## config.mk

```make
export PLATFORM = sky130hd
export DESIGN_NAME = serial_frame_receiver
export DESIGN_NICKNAME = d
export VERILOG_FILES = /design/src/rtl/srx_pkg.sv /design/src/rtl/serial_frame_receiver.sv /design/src/rtl/srx_ram.sv /design/src/rtl/srx_fifo.sv /design/src/rtl/srx_front.sv /design/src/rtl/srx_back.sv
export SDC_FILE = /design/constraint.sdc
export NUM_CORES = 1
export LEC_CHECK = 0
export BUFFER_PORTS_ARGS = -buffer_cell sky130_fd_sc_hd__buf_2
export CELL_PAD_IN_SITES_DETAIL_PLACEMENT = 1
export CELL_PAD_IN_SITES_GLOBAL_PLACEMENT = 1
export CORE_ASPECT_RATIO = 1.75
export CORE_MARGIN = 2
export CORE_UTILIZATION = 54
export CTS_CLUSTER_SIZE = 24
export DETAILED_ROUTE_END_ITERATION = 10
export GPL_TIMING_DRIVEN = 0
export PLACE_DENSITY = 0.91
export SYNTH_ARGS = -nofsm -noshare
export SYNTH_HDL_FRONTEND = slang
export SYNTH_SLANG_ARGS = --single-unit
```

## constraint.sdc

```tcl
create_clock -name clk -period 4.23 [get_ports clk]
set_clock_uncertainty 0.05 [all_clocks]
set_input_delay 0.6345 -clock clk [delete_from_list [all_inputs] [get_ports clk]]
set_output_delay 0.6345 -clock clk [all_outputs]
set_load 0.01 [all_outputs]
```

## src/rtl/srx_pkg.sv

```systemverilog
// shared types and constants of the serial frame receiver
`default_nettype none
package srx_pkg;

  localparam int COUNT_W    = 7;
  localparam int SUM_W      = 12;
  localparam int FIFO_DEPTH = 2;

  localparam logic [7:0] CH_START     = 8'h23;
  localparam logic [7:0] CH_END       = 8'h0D;
  localparam logic [7:0] CH_ADDR_BASE = 8'h61;
  localparam logic [7:0] CH_CK_BASE   = 8'h3D;

  localparam logic [COUNT_W-1:0] COUNT_MAX   = 7'd127;
  localparam logic [COUNT_W-1:0] MIN_COUNT   = 7'd6;
  localparam logic [COUNT_W-1:0] HEADER_LEN  = 7'd3;
  localparam logic [COUNT_W-1:0] OVERHEAD    = 7'd5;

  typedef enum logic [1:0] {
    ST_OK    = 2'd0,
    ST_CKSUM = 2'd1,
    ST_SHORT = 2'd2,
    ST_OVF   = 2'd3
  } status_t;

  // one finished frame as handed from the front to the back
  typedef struct packed {
    status_t              status;
    logic [7:0]           address;
    logic [7:0]           id;
    logic [COUNT_W-1:0]   plen;
    logic                 bank;
  } desc_t;

  // store bank handed back once its run has been delivered
  typedef struct packed {
    logic valid;
    logic bank;
  } release_t;

  // byte taken as a signed char, as a residue mod 4096
  function automatic logic [SUM_W-1:0] signed_term(input logic [7:0] b);
    signed_term = {{(SUM_W-8){b[7]}}, b};
  endfunction

endpackage
`default_nettype wire

```

## src/rtl/serial_frame_receiver.sv

```systemverilog
// top level of the serial frame receiver
//
// Input channel: one received byte per item on rx_byte, taken at a rising edge with
// push high and full low. Output channel: a queue, the oldest result sits on the
// result ports while empty is low and is taken on an edge with pop high.
// A good frame comes out as a run of its payload chars with status 0 and
// last_of_frame on the final char; a bad frame gives one error item.
// The front takes one byte per cycle while full is low. At carriage return the
// checked frame goes into a two entry descriptor queue; with the back idle it
// latches the descriptor from the queue and shows an error item, or fetches and
// latches the first char of a run from the store. The back reads the store one
// char at a time through fetch, latch and show, waiting in show for pop.
// The payload store has two banks of MAX_PAYLOAD+2 chars: the front fills one
// while the back drains the other, and full rises when the next bank to fill is
// still being drained or the queue holds two frames.
// A stalled receiver holds the current result steady and the front keeps taking
// bytes until those limits are hit. Reset clears the frame state, the queue and
// the output, and the block is ready in the cycle after reset falls.
`default_nettype none
module serial_frame_receiver #(
  parameter int MAX_PAYLOAD = 64
) (
  input  wire logic       clk,
  input  wire logic       rst,
  input  wire logic       push,
  input  wire logic [7:0] rx_byte,
  output logic            full,
  output logic            empty,
  input  wire logic       pop,
  output logic [7:0]      frame_address,
  output logic [7:0]      frame_id,
  output logic [7:0]      payload_char,
  output logic [1:0]      frame_status,
  output logic            last_of_frame
);
  import srx_pkg::*;

  localparam int STORE_DEPTH = MAX_PAYLOAD + 2;
  localparam int RAM_DEPTH   = 2 * STORE_DEPTH;
  localparam int ADDR_W      = $clog2(RAM_DEPTH);

  desc_t              q_desc;
  desc_t              head;
  logic               q_wr;
  logic               q_rd;
  logic               q_full;
  logic               q_empty;
  release_t           rel;
  logic               wr_en;
  logic [ADDR_W-1:0]  wr_addr;
  logic [7:0]         wr_data;
  logic               rd_en;
  logic [ADDR_W-1:0]  rd_addr;
  logic [7:0]         rd_data;

  srx_front #(.MAX_PAYLOAD(MAX_PAYLOAD)) u_front (
    .clk     (clk),
    .rst     (rst),
    .push    (push),
    .rx_byte (rx_byte),
    .full    (full),
    .q_wr    (q_wr),
    .q_desc  (q_desc),
    .q_full  (q_full),
    .rel     (rel),
    .wr_en   (wr_en),
    .wr_addr (wr_addr),
    .wr_data (wr_data)
  );

  srx_fifo u_fifo (
    .clk     (clk),
    .rst     (rst),
    .wr      (q_wr),
    .wr_desc (q_desc),
    .full    (q_full),
    .rd      (q_rd),
    .rd_desc (head),
    .empty   (q_empty)
  );

  srx_ram #(.WIDTH(8), .DEPTH(RAM_DEPTH)) u_store (
    .clk     (clk),
    .wr_en   (wr_en),
    .wr_addr (wr_addr),
    .wr_data (wr_data),
    .rd_en   (rd_en),
    .rd_addr (rd_addr),
    .rd_data (rd_data)
  );

  srx_back #(.MAX_PAYLOAD(MAX_PAYLOAD)) u_back (
    .clk           (clk),
    .rst           (rst),
    .head          (head),
    .q_empty       (q_empty),
    .q_rd          (q_rd),
    .rel           (rel),
    .rd_en         (rd_en),
    .rd_addr       (rd_addr),
    .rd_data       (rd_data),
    .empty         (empty),
    .pop           (pop),
    .frame_address (frame_address),
    .frame_id      (frame_id),
    .payload_char  (payload_char),
    .frame_status  (frame_status),
    .last_of_frame (last_of_frame)
  );

endmodule
`default_nettype wire

```

## src/rtl/srx_ram.sv

```systemverilog
// generic single write port, single registered read port ram
`default_nettype none
module srx_ram #(
  parameter int WIDTH = 8,
  parameter int DEPTH = 132,
  localparam int ADDR_W = $clog2(DEPTH)
) (
  input  wire logic              clk,
  input  wire logic              wr_en,
  input  wire logic [ADDR_W-1:0] wr_addr,
  input  wire logic [WIDTH-1:0]  wr_data,
  input  wire logic              rd_en,
  input  wire logic [ADDR_W-1:0] rd_addr,
  output logic      [WIDTH-1:0]  rd_data
);

  logic [WIDTH-1:0] mem [DEPTH];

  always_ff @(posedge clk) begin
    if (wr_en) begin
      mem[wr_addr] <= wr_data;
    end
    if (rd_en) begin
      rd_data <= mem[rd_addr];
    end
  end

endmodule
`default_nettype wire

```

## src/rtl/srx_fifo.sv

```systemverilog
// two entry descriptor queue between front and back
`default_nettype none
module srx_fifo (
  input  wire logic          clk,
  input  wire logic          rst,
  input  wire logic          wr,
  input  wire srx_pkg::desc_t wr_desc,
  output logic               full,
  input  wire logic          rd,
  output srx_pkg::desc_t     rd_desc,
  output logic               empty
);
  import srx_pkg::*;

  localparam int PTR_W = $clog2(FIFO_DEPTH);

  desc_t                entry [FIFO_DEPTH];
  logic [PTR_W-1:0]     wptr;
  logic [PTR_W-1:0]     rptr;
  logic [PTR_W:0]       fill;

  assign full    = (fill == (PTR_W+1)'(FIFO_DEPTH));
  assign empty   = (fill == '0);
  assign rd_desc = entry[rptr];

  always_ff @(posedge clk) begin
    if (rst) begin
      wptr <= '0;
      rptr <= '0;
      fill <= '0;
    end else begin
      if (wr && !full) begin
        entry[wptr] <= wr_desc;
        wptr        <= (wptr == PTR_W'(FIFO_DEPTH-1)) ? '0 : wptr + PTR_W'(1);
      end
      if (rd && !empty) begin
        rptr <= (rptr == PTR_W'(FIFO_DEPTH-1)) ? '0 : rptr + PTR_W'(1);
      end
      unique case ({wr && !full, rd && !empty})
        2'b10:   fill <= fill + (PTR_W+1)'(1);
        2'b01:   fill <= fill - (PTR_W+1)'(1);
        default: fill <= fill;
      endcase
    end
  end

endmodule
`default_nettype wire

```

## src/rtl/srx_front.sv

```systemverilog
// front end: parses bytes, stores payload, checks the frame at carriage return
`default_nettype none
module srx_front #(
  parameter int MAX_PAYLOAD = 64,
  localparam int STORE_DEPTH = MAX_PAYLOAD + 2,
  localparam int ADDR_W = $clog2(2 * STORE_DEPTH)
) (
  input  wire logic              clk,
  input  wire logic              rst,
  input  wire logic              push,
  input  wire logic [7:0]        rx_byte,
  output logic                   full,
  output logic                   q_wr,
  output srx_pkg::desc_t         q_desc,
  input  wire logic              q_full,
  input  wire srx_pkg::release_t rel,
  output logic                   wr_en,
  output logic [ADDR_W-1:0]      wr_addr,
  output logic [7:0]             wr_data
);
  import srx_pkg::*;

  localparam int IDX_W = $clog2(STORE_DEPTH);
  localparam logic [COUNT_W-1:0] STORE_END = COUNT_W'(STORE_DEPTH + 3);

  logic                in_frame;
  logic [COUNT_W-1:0]  byte_count;
  logic [7:0]          held_address;
  logic [7:0]          held_id;
  logic [SUM_W-1:0]    sum_base;
  logic [7:0]          tail1;
  logic [7:0]          tail2;
  logic                overflowed;
  logic                wbank;
  logic [1:0]          busy;

  logic                accept;
  logic                is_start;
  logic                is_end;
  logic                body;
  logic                storing;
  logic [COUNT_W-1:0]  count_m3;
  logic [IDX_W-1:0]    widx;
  logic [7:0]          exp1;
  logic [7:0]          exp2;
  logic [1:0]          busy_next;

  assign full     = q_full || busy[wbank];
  assign accept   = push && !full;
  assign is_start = (rx_byte == CH_START);
  assign is_end   = (rx_byte == CH_END);
  assign body     = accept && in_frame && !is_start && !is_end;
  assign count_m3 = byte_count - HEADER_LEN;
  assign widx     = count_m3[IDX_W-1:0];
  assign storing  = body && (byte_count >= HEADER_LEN) && (byte_count < STORE_END);

  assign wr_en   = storing;
  assign wr_data = rx_byte;
  assign wr_addr = wbank ? ADDR_W'(widx) + ADDR_W'(STORE_DEPTH) : ADDR_W'(widx);

  // the last two stored chars are the checksum, sum_base excludes them
  assign exp1 = CH_CK_BASE + {2'b00, sum_base[11:6]};
  assign exp2 = CH_CK_BASE + {2'b00, sum_base[5:0]};

  assign q_wr = accept && in_frame && !is_start && is_end;

  always_comb begin
    q_desc.address = held_address - CH_ADDR_BASE;
    q_desc.id      = held_id;
    q_desc.plen    = byte_count - OVERHEAD;
    q_desc.bank    = wbank;
    priority if (byte_count < MIN_COUNT) begin
      q_desc.status  = ST_SHORT;
      q_desc.address = '0;
      q_desc.id      = '0;
    end else if (overflowed) begin
      q_desc.status = ST_OVF;
    end else if (tail1 != exp1 || tail2 != exp2) begin
      q_desc.status = ST_CKSUM;
    end else begin
      q_desc.status = ST_OK;
    end
  end

  always_comb begin
    busy_next = busy;
    if (rel.valid) begin
      busy_next[rel.bank] = 1'b0;
    end
    if (q_wr && q_desc.status == ST_OK) begin
      busy_next[wbank] = 1'b1;
    end
  end

  always_ff @(posedge clk) begin
    if (rst) begin
      in_frame     <= 1'b0;
      byte_count   <= '0;
      overflowed   <= 1'b0;
      held_address <= '0;
      held_id      <= '0;
      wbank        <= 1'b0;
      busy         <= '0;
    end else begin
      busy <= busy_next;
      if (accept && is_start) begin
        in_frame     <= 1'b1;
        byte_count   <= 7'd1;
        held_address <= '0;
        held_id      <= '0;
        overflowed   <= 1'b0;
        sum_base     <= signed_term(rx_byte);
      end else if (q_wr) begin
        in_frame <= 1'b0;
        if (q_desc.status == ST_OK) begin
          wbank <= !wbank;
        end
      end else if (body) begin
        if (byte_count == 7'd1) begin
          held_address <= rx_byte;
          sum_base     <= sum_base + signed_term(rx_byte);
        end else if (byte_count == 7'd2) begin
          held_id  <= rx_byte;
          sum_base <= sum_base + signed_term(rx_byte);
        end else if (storing) begin
          // chars leave the checksum window into the sum
          if (byte_count >= OVERHEAD) begin
            sum_base <= sum_base + signed_term(tail1);
          end
          tail1 <= tail2;
          tail2 <= rx_byte;
        end else begin
          overflowed <= 1'b1;
        end
        if (byte_count < COUNT_MAX) begin
          byte_count <= byte_count + COUNT_W'(1);
        end
      end
    end
  end

endmodule
`default_nettype wire

```

## src/rtl/srx_back.sv

```systemverilog
// back end: turns frame descriptors into result items
`default_nettype none
module srx_back #(
  parameter int MAX_PAYLOAD = 64,
  localparam int STORE_DEPTH = MAX_PAYLOAD + 2,
  localparam int ADDR_W = $clog2(2 * STORE_DEPTH)
) (
  input  wire logic              clk,
  input  wire logic              rst,
  input  wire srx_pkg::desc_t    head,
  input  wire logic              q_empty,
  output logic                   q_rd,
  output srx_pkg::release_t      rel,
  output logic                   rd_en,
  output logic [ADDR_W-1:0]      rd_addr,
  input  wire logic [7:0]        rd_data,
  output logic                   empty,
  input  wire logic              pop,
  output logic [7:0]             frame_address,
  output logic [7:0]             frame_id,
  output logic [7:0]             payload_char,
  output logic [1:0]             frame_status,
  output logic                   last_of_frame
);
  import srx_pkg::*;

  localparam int IDX_W = $clog2(STORE_DEPTH);

  typedef enum logic [1:0] {
    B_IDLE,
    B_FETCH,
    B_LATCH,
    B_SHOW
  } bstate_t;

  bstate_t           state;
  logic [IDX_W-1:0]  idx;
  logic              done;

  assign empty   = (state != B_SHOW);
  assign done    = (state == B_SHOW) && pop && last_of_frame;
  assign q_rd    = done;
  assign rel.valid = done && (head.status == ST_OK);
  assign rel.bank  = head.bank;
  assign rd_en   = (state == B_FETCH);
  assign rd_addr = head.bank ? ADDR_W'(idx) + ADDR_W'(STORE_DEPTH) : ADDR_W'(idx);

  always_ff @(posedge clk) begin
    if (rst) begin
      state <= B_IDLE;
      idx   <= '0;
    end else begin
      unique case (state)
        B_IDLE: begin
          if (!q_empty) begin
            frame_address <= head.address;
            frame_id      <= head.id;
            frame_status  <= head.status;
            idx           <= '0;
            if (head.status != ST_OK) begin
              payload_char  <= '0;
              last_of_frame <= 1'b1;
              state         <= B_SHOW;
            end else begin
              state <= B_FETCH;
            end
          end
        end
        B_FETCH: begin
          state <= B_LATCH;
        end
        B_LATCH: begin
          payload_char  <= rd_data;
          last_of_frame <= (COUNT_W'(idx) + COUNT_W'(1) == head.plen);
          state         <= B_SHOW;
        end
        B_SHOW: begin
          if (pop) begin
            if (last_of_frame) begin
              state <= B_IDLE;
            end else begin
              idx   <= idx + IDX_W'(1);
              state <= B_FETCH;
            end
          end
        end
        default: state <= B_IDLE;
      endcase
    end
  end

endmodule
`default_nettype wire

```

==> results of run 1 <==
[synth_stat cells (4+ instances only)]
cell / number / area share [%]
nor3b_1: 9 / 0.13
nor2_1: 301 / 2.2
a2111oi_0: 9 / 0.15
mux2i_1: 189 / 3.7
o221ai_1: 26 / 0.44
o32ai_1: 5 / 0.085
xnor2_1: 58 / 0.99
o311ai_0: 18 / 0.31
a21o_1: 7 / 0.10
o31ai_1: 6 / 0.088
o21ai_1: 4 / 0.039
buf_4: 4 / 0.058
and3_1: 12 / 0.15
edfxtp_1: 1171 / 68
a211oi_1: 19 / 0.28
and2_1: 13 / 0.16
nor3_1: 75 / 0.73
nand3b_1: 4 / 0.058
mux2_2: 43 / 0.94
o2111ai_1: 4 / 0.068
xor2_1: 28 / 0.48
nor4_1: 30 / 0.37
nand3_1: 119 / 1.2
dfxtp_1: 42 / 1.6
o211ai_1: 14 / 0.20
mux4_2: 95 / 4.2
inv_1: 24 / 0.18
a31oi_1: 48 / 0.58
o21ai_0: 91 / 0.89
a221oi_1: 8 / 0.14
nand2b_1: 16 / 0.19
a311oi_1: 8 / 0.14
a22oi_1: 9 / 0.13
clkbuf_1: 108 / 0.79
buf_2: 68 / 0.66
nand2_1: 520 / 3.8
buf_1: 24 / 0.18
or3_1: 12 / 0.15
nor2b_1: 10 / 0.12
ha_1: 38 / 0.93
a32oi_1: 42 / 0.72
o22ai_1: 50 / 0.61
a21oi_1: 131 / 1.3
o21bai_1: 5 / 0.073
nand4_1: 39 / 0.47
[cell families after synthesis]
family          synth area share [%]
buf+inv                        1.868
compound gates                 6.672
simple gates                   9.938
flops                          70.07
xor+xnor                       1.615
fa+ha+maj                      1.003
mux                            8.832
[what timing repair did]
item	CTS
pin swaps	24
endpoints found under the setup margin	1043
hold endpoints to repair	0
resized for setup	506
buffers inserted	31
[metrics by stage]
step / cells / utilization, %
CTS: 5080 / 62.27
detailed placement: 4864 / 56.66
global placement: 4847 / 56.28
floorplan: 3600 / -
[per-layer routing]
layer / GRT overflow / GRT usage (%)
met5: 0 / 12.77
met4: 2 / 57.44
met3: 0 / 38.74
met2: 2 / 80.92
met1: 0 / 57.42
==> results.cfg, run 1 <==
[synth]
seq_area_frac_synth_pct = 70.07
async_flop_share_pct = 0
synth_cells = 3600
syn_nets = 3652
synth_cell_types = 72
synth_seq_cells = 1213
post_synth.cell_area_avg_um2 = 14.27
syn_area_um2 = 51380
synth-edff-count = 1171
ys_warn_count = 0
dominantRegCellSynth = edfxtp_1

[die]
chipHeight_um = 412.1
num_rows = 149
start_util_pct = 54.47
fp.dieW_um = 237.2
ios = 41

[cts]
clockBufferDepth = 3
cts.sink_count = 1213
htreeDepth = 3
cts_hold_buf = 0
root_buffer = clkbuf_16
cts_buffers = 102

[global_routing]
grt_max_degree = 111
track_usage_pct = 58.83
grt_pass1_wl_mm = 390.1
grt_overflow = 4
grt_pass1_vias = 46070

[placement]
place.gp.congestion = 1.103
preCtsSetupSlack_ps = -1851
placed_area_um2 = 53450
port_buffers = 39
dp_hpwl_mm = 148.9

[run_status]
status = aborted with a tool error
stop_error = [ERROR GRT-0116] Global routing finished with congestion. Check the congestion regions in the DRC Viewer.
lastStage = global routing
==> run 2, diff against run 1 <==
CELL_PAD_IN_SITES_DETAIL_PLACEMENT = unset   (was 1)
CELL_PAD_IN_SITES_GLOBAL_PLACEMENT = unset   (was 1)
CORE_ASPECT_RATIO = unset   (was 1.75)
CORE_UTILIZATION = 40   (was 54)
CTS_CLUSTER_SIZE = unset   (was 24)
PLACE_DENSITY = unset   (was 0.91)
PLACE_DENSITY_LB_ADDON = 0.15   (was unset)
==> run 2 against run 1 <==
Compared with the run above: the flow now finishes, with violations (negative setup slack); synthesized area unchanged; synthesized cell count did not move.
==> results.cfg, run 2 <==
[die]
ios = 41
chipHeight_um = 362.4
core_um2 = 127500
die-area_um2 = 131300
fp.dieW_um = 362.4
start_util_pct = 40.29
num_rows = 131

[synth]
dominantRegCellSynth = edfxtp_1
syn_nets = 3652
synth_largest_area_cell = edfxtp_1
synth.most_common_cell = edfxtp_1
ys_warn_count = 0
synth_cell_types = 72
post_synth.cell_area_avg_um2 = 14.27
synth_commonest_cells = 1,171 x edfxtp_1, 520 x nand2_1, 301 x nor2_1, 189 x mux2i_1, 131 x a21oi_1
seq_area_frac_synth_pct = 70.07
synth_cells = 3600
synth-edff-count = 1171
synth_top_area_share_pct = 68.44
synth_top_cells_by_area = edfxtp_1 68%, mux4_2 4.2%, nand2_1 3.8%
syn_area_um2 = 51380
synth_seq_cells = 1213
async_flop_share_pct = 0

[global_routing]
grt_pass1_vias = 32640
grt_max_degree = 122
antenna_found_initial = 13
grt_overflow = 0
track_usage_pct = 29.46
grt_pass1_wl_mm = 265.6

[cts]
htreeDepth = 4
cts_buffers = 135
cts.sink_count = 1213
path_clk_slew_ps = 60
cts_hold_buf = 0
clockBufferDepth = 3
root_buffer = clkbuf_16
cts_tree = built
insertion_delay_ps = 790

[finish]
reg.largest.list = u_store.mem (1056), u_fifo.entry (52), u_front.sum_base (12)
final_cell_mix = 1,171 x edfxtp_1, 496 x nand2_1, 185 x mux2i_1, 158 x nor2_1, 139 x clkbuf_16
fin_cells = 5593
syn_to_final_growth_pct = 17.79
largest-register = u_store.mem
final_common_cell = edfxtp_1
layout-drive-gt1-share_pct = 20.49
design_area_um2 = 60520
fillerInstances = 11230
nNetsFinal = 3874
largest_register_ff_count = 1056
post-route-util_pct = 47.46

[sta]
relSlewSlack_pct = 16.31
finalMaxSlewViolations = 0
tightest_slew_ps = 1255
final-hold-violation-count = 0
fin_ws_ps = -205.0
finalCriticalPeriod_ps = 4435
finalCritPeriodShare_pct = 104.8
rsz0062_at_grt = yes
setup_viol = 12
tns_ps = -597.7
max_freq_ghz = 0.2255

[detailed_routing]
drc = 0
wl_per_cell_um = 34.95
drt-pass1-iter-count = 8
vias = 34730
routed_wl_mm = 195.5
ant_nets = 0
drtIter0Drc = 4914
vias_per_cell = 6.210

[worst_setup_path]
critical_path_class = reg2reg
worst_setup_path_end_kind = register
crit_required_ps = 4660
crit_path_max_fanout = 10
arrival_ps = 4870
startpoint_type = register

[placement]
place.gp.congestion = 1.048
place_inst = 5321
dp_hpwl_mm = 131.8
port_buffers = 39
placed_area_um2 = 54110
preCtsSetupSlack_ps = -1646

[run_status]
status = finished with violations
violations = negative setup slack

[power_and_ir_drop]
pwr-share-comb_pct = 2.6
clockPowerShare_pct = 45.4
p_per_area_nw_per_um2 = 419.3
seqPwrFrac_pct = 52.0
p_leak_nw = 18.83
switching_share_pct = 21.37
vdd_drop_max_uv = 305.8
p_int_w = 0.01995
p_sw_w = 0.005423

[hold_path]
hold_path_class = in2reg

[flow_run]
max-cap-violations = 0
## run 2: cell counts after synthesis
No cell type changed its count.
## run 2: what timing repair did
action                                  in CTS  in global routing
endpoints found under the setup margin    1056                973
gates resized for setup                    427                181
pin swaps                                   16                 15
buffers inserted                            20                  8
## run 2: critical path, cell delays in order, from the launching register on
cell	delay (ps)
dfxtp_1	390
clkbuf_4	300
inv_1	190
clkbuf_2	460
clkbuf_2	580
clkdlybuf4s15_2	590
nand2_1	250
o211ai_1	160
nand4_1	410
nand4_1	560
o21ai_1	170
## run 2: kinds of logic after synthesis
group | count (synthesis) | synth area share, %
flip-flops | 1213 | 70.07
AND/OR/NAND/NOR | 1176 | 9.938
AO/OA/AOI/OAI | 524 | 6.672
multiplexers | 328 | 8.832
buffers and inverters | 229 | 1.868
XOR/XNOR | 90 | 1.615
adder cells (fa/ha/maj) | 40 | 1.003
## run 2: final cells by class
cell class                 instances  area, µm²  area share (%)
sequential                      1213      36000           59.49
multi-input combinational       2158      15890           26.26
clock buffer                     174       3620           5.981
tap                             1662       2079           3.436
buffer                           201       1280           2.115
timing repair buffer              88      934.6           1.544
clock inverter                    69      610.6           1.009
inverter                          25      93.84          0.1551
antenna                            3      7.507         0.01240
## run 2: final timing paths
path | start | to | slack (ps) | cells after the start
max | u_back.idx[0]$_SDFFE_PP0P_ | u_store.rd_data[4]$_DFFE_PN_ | -210 | 10
min | rx_byte[7] | u_front.tail2[7]$_DFFE_PP_ | 200 | 1
max reg2reg | u_back.idx[0]$_SDFFE_PP0P_ | u_store.rd_data[4]$_DFFE_PN_ | -210 | 10
min reg2reg | u_front.tail2[7]$_DFFE_PP_ | u_front.tail1[7]$_DFFE_PP_ | 420 | 0
## run 2: through the flow
step	total power (W)	hold WS (ps)
3_3_place_gp	0.01407	401.0
2_1_floorplan	0.01372	372.8
6_report	0.02538	197.4
4_1_cts	0.02540	167.3
3_5_place_dp	0.01409	398.8
5_1_grt	0.02592	177.0
## run 2: per-layer routing
layer  global-route usage, %  wire, µm  vias up
li1                        -         -    14340
met1                   38.84     76770    17800
met2                   44.33     86140     2081
met3                   8.376     20520      502
met4                   15.33     12000        6
met5                       0        48        -
## run 2: power groups by stage
stage / registers [W] / clock network, W / logic, W
after floorplan: 0.0135 / 0 / 0.000258
final: 0.0132 / 0.0115 / 0.000650
after global routing: 0.0132 / 0.0120 / 0.000694
after detailed placement: 0.0135 / 0 / 0.000629
after global placement: 0.0135 / 0 / 0.000588
after CTS: 0.0132 / 0.0116 / 0.000639
No activity file was read; power rests on OpenSTA's default activity.
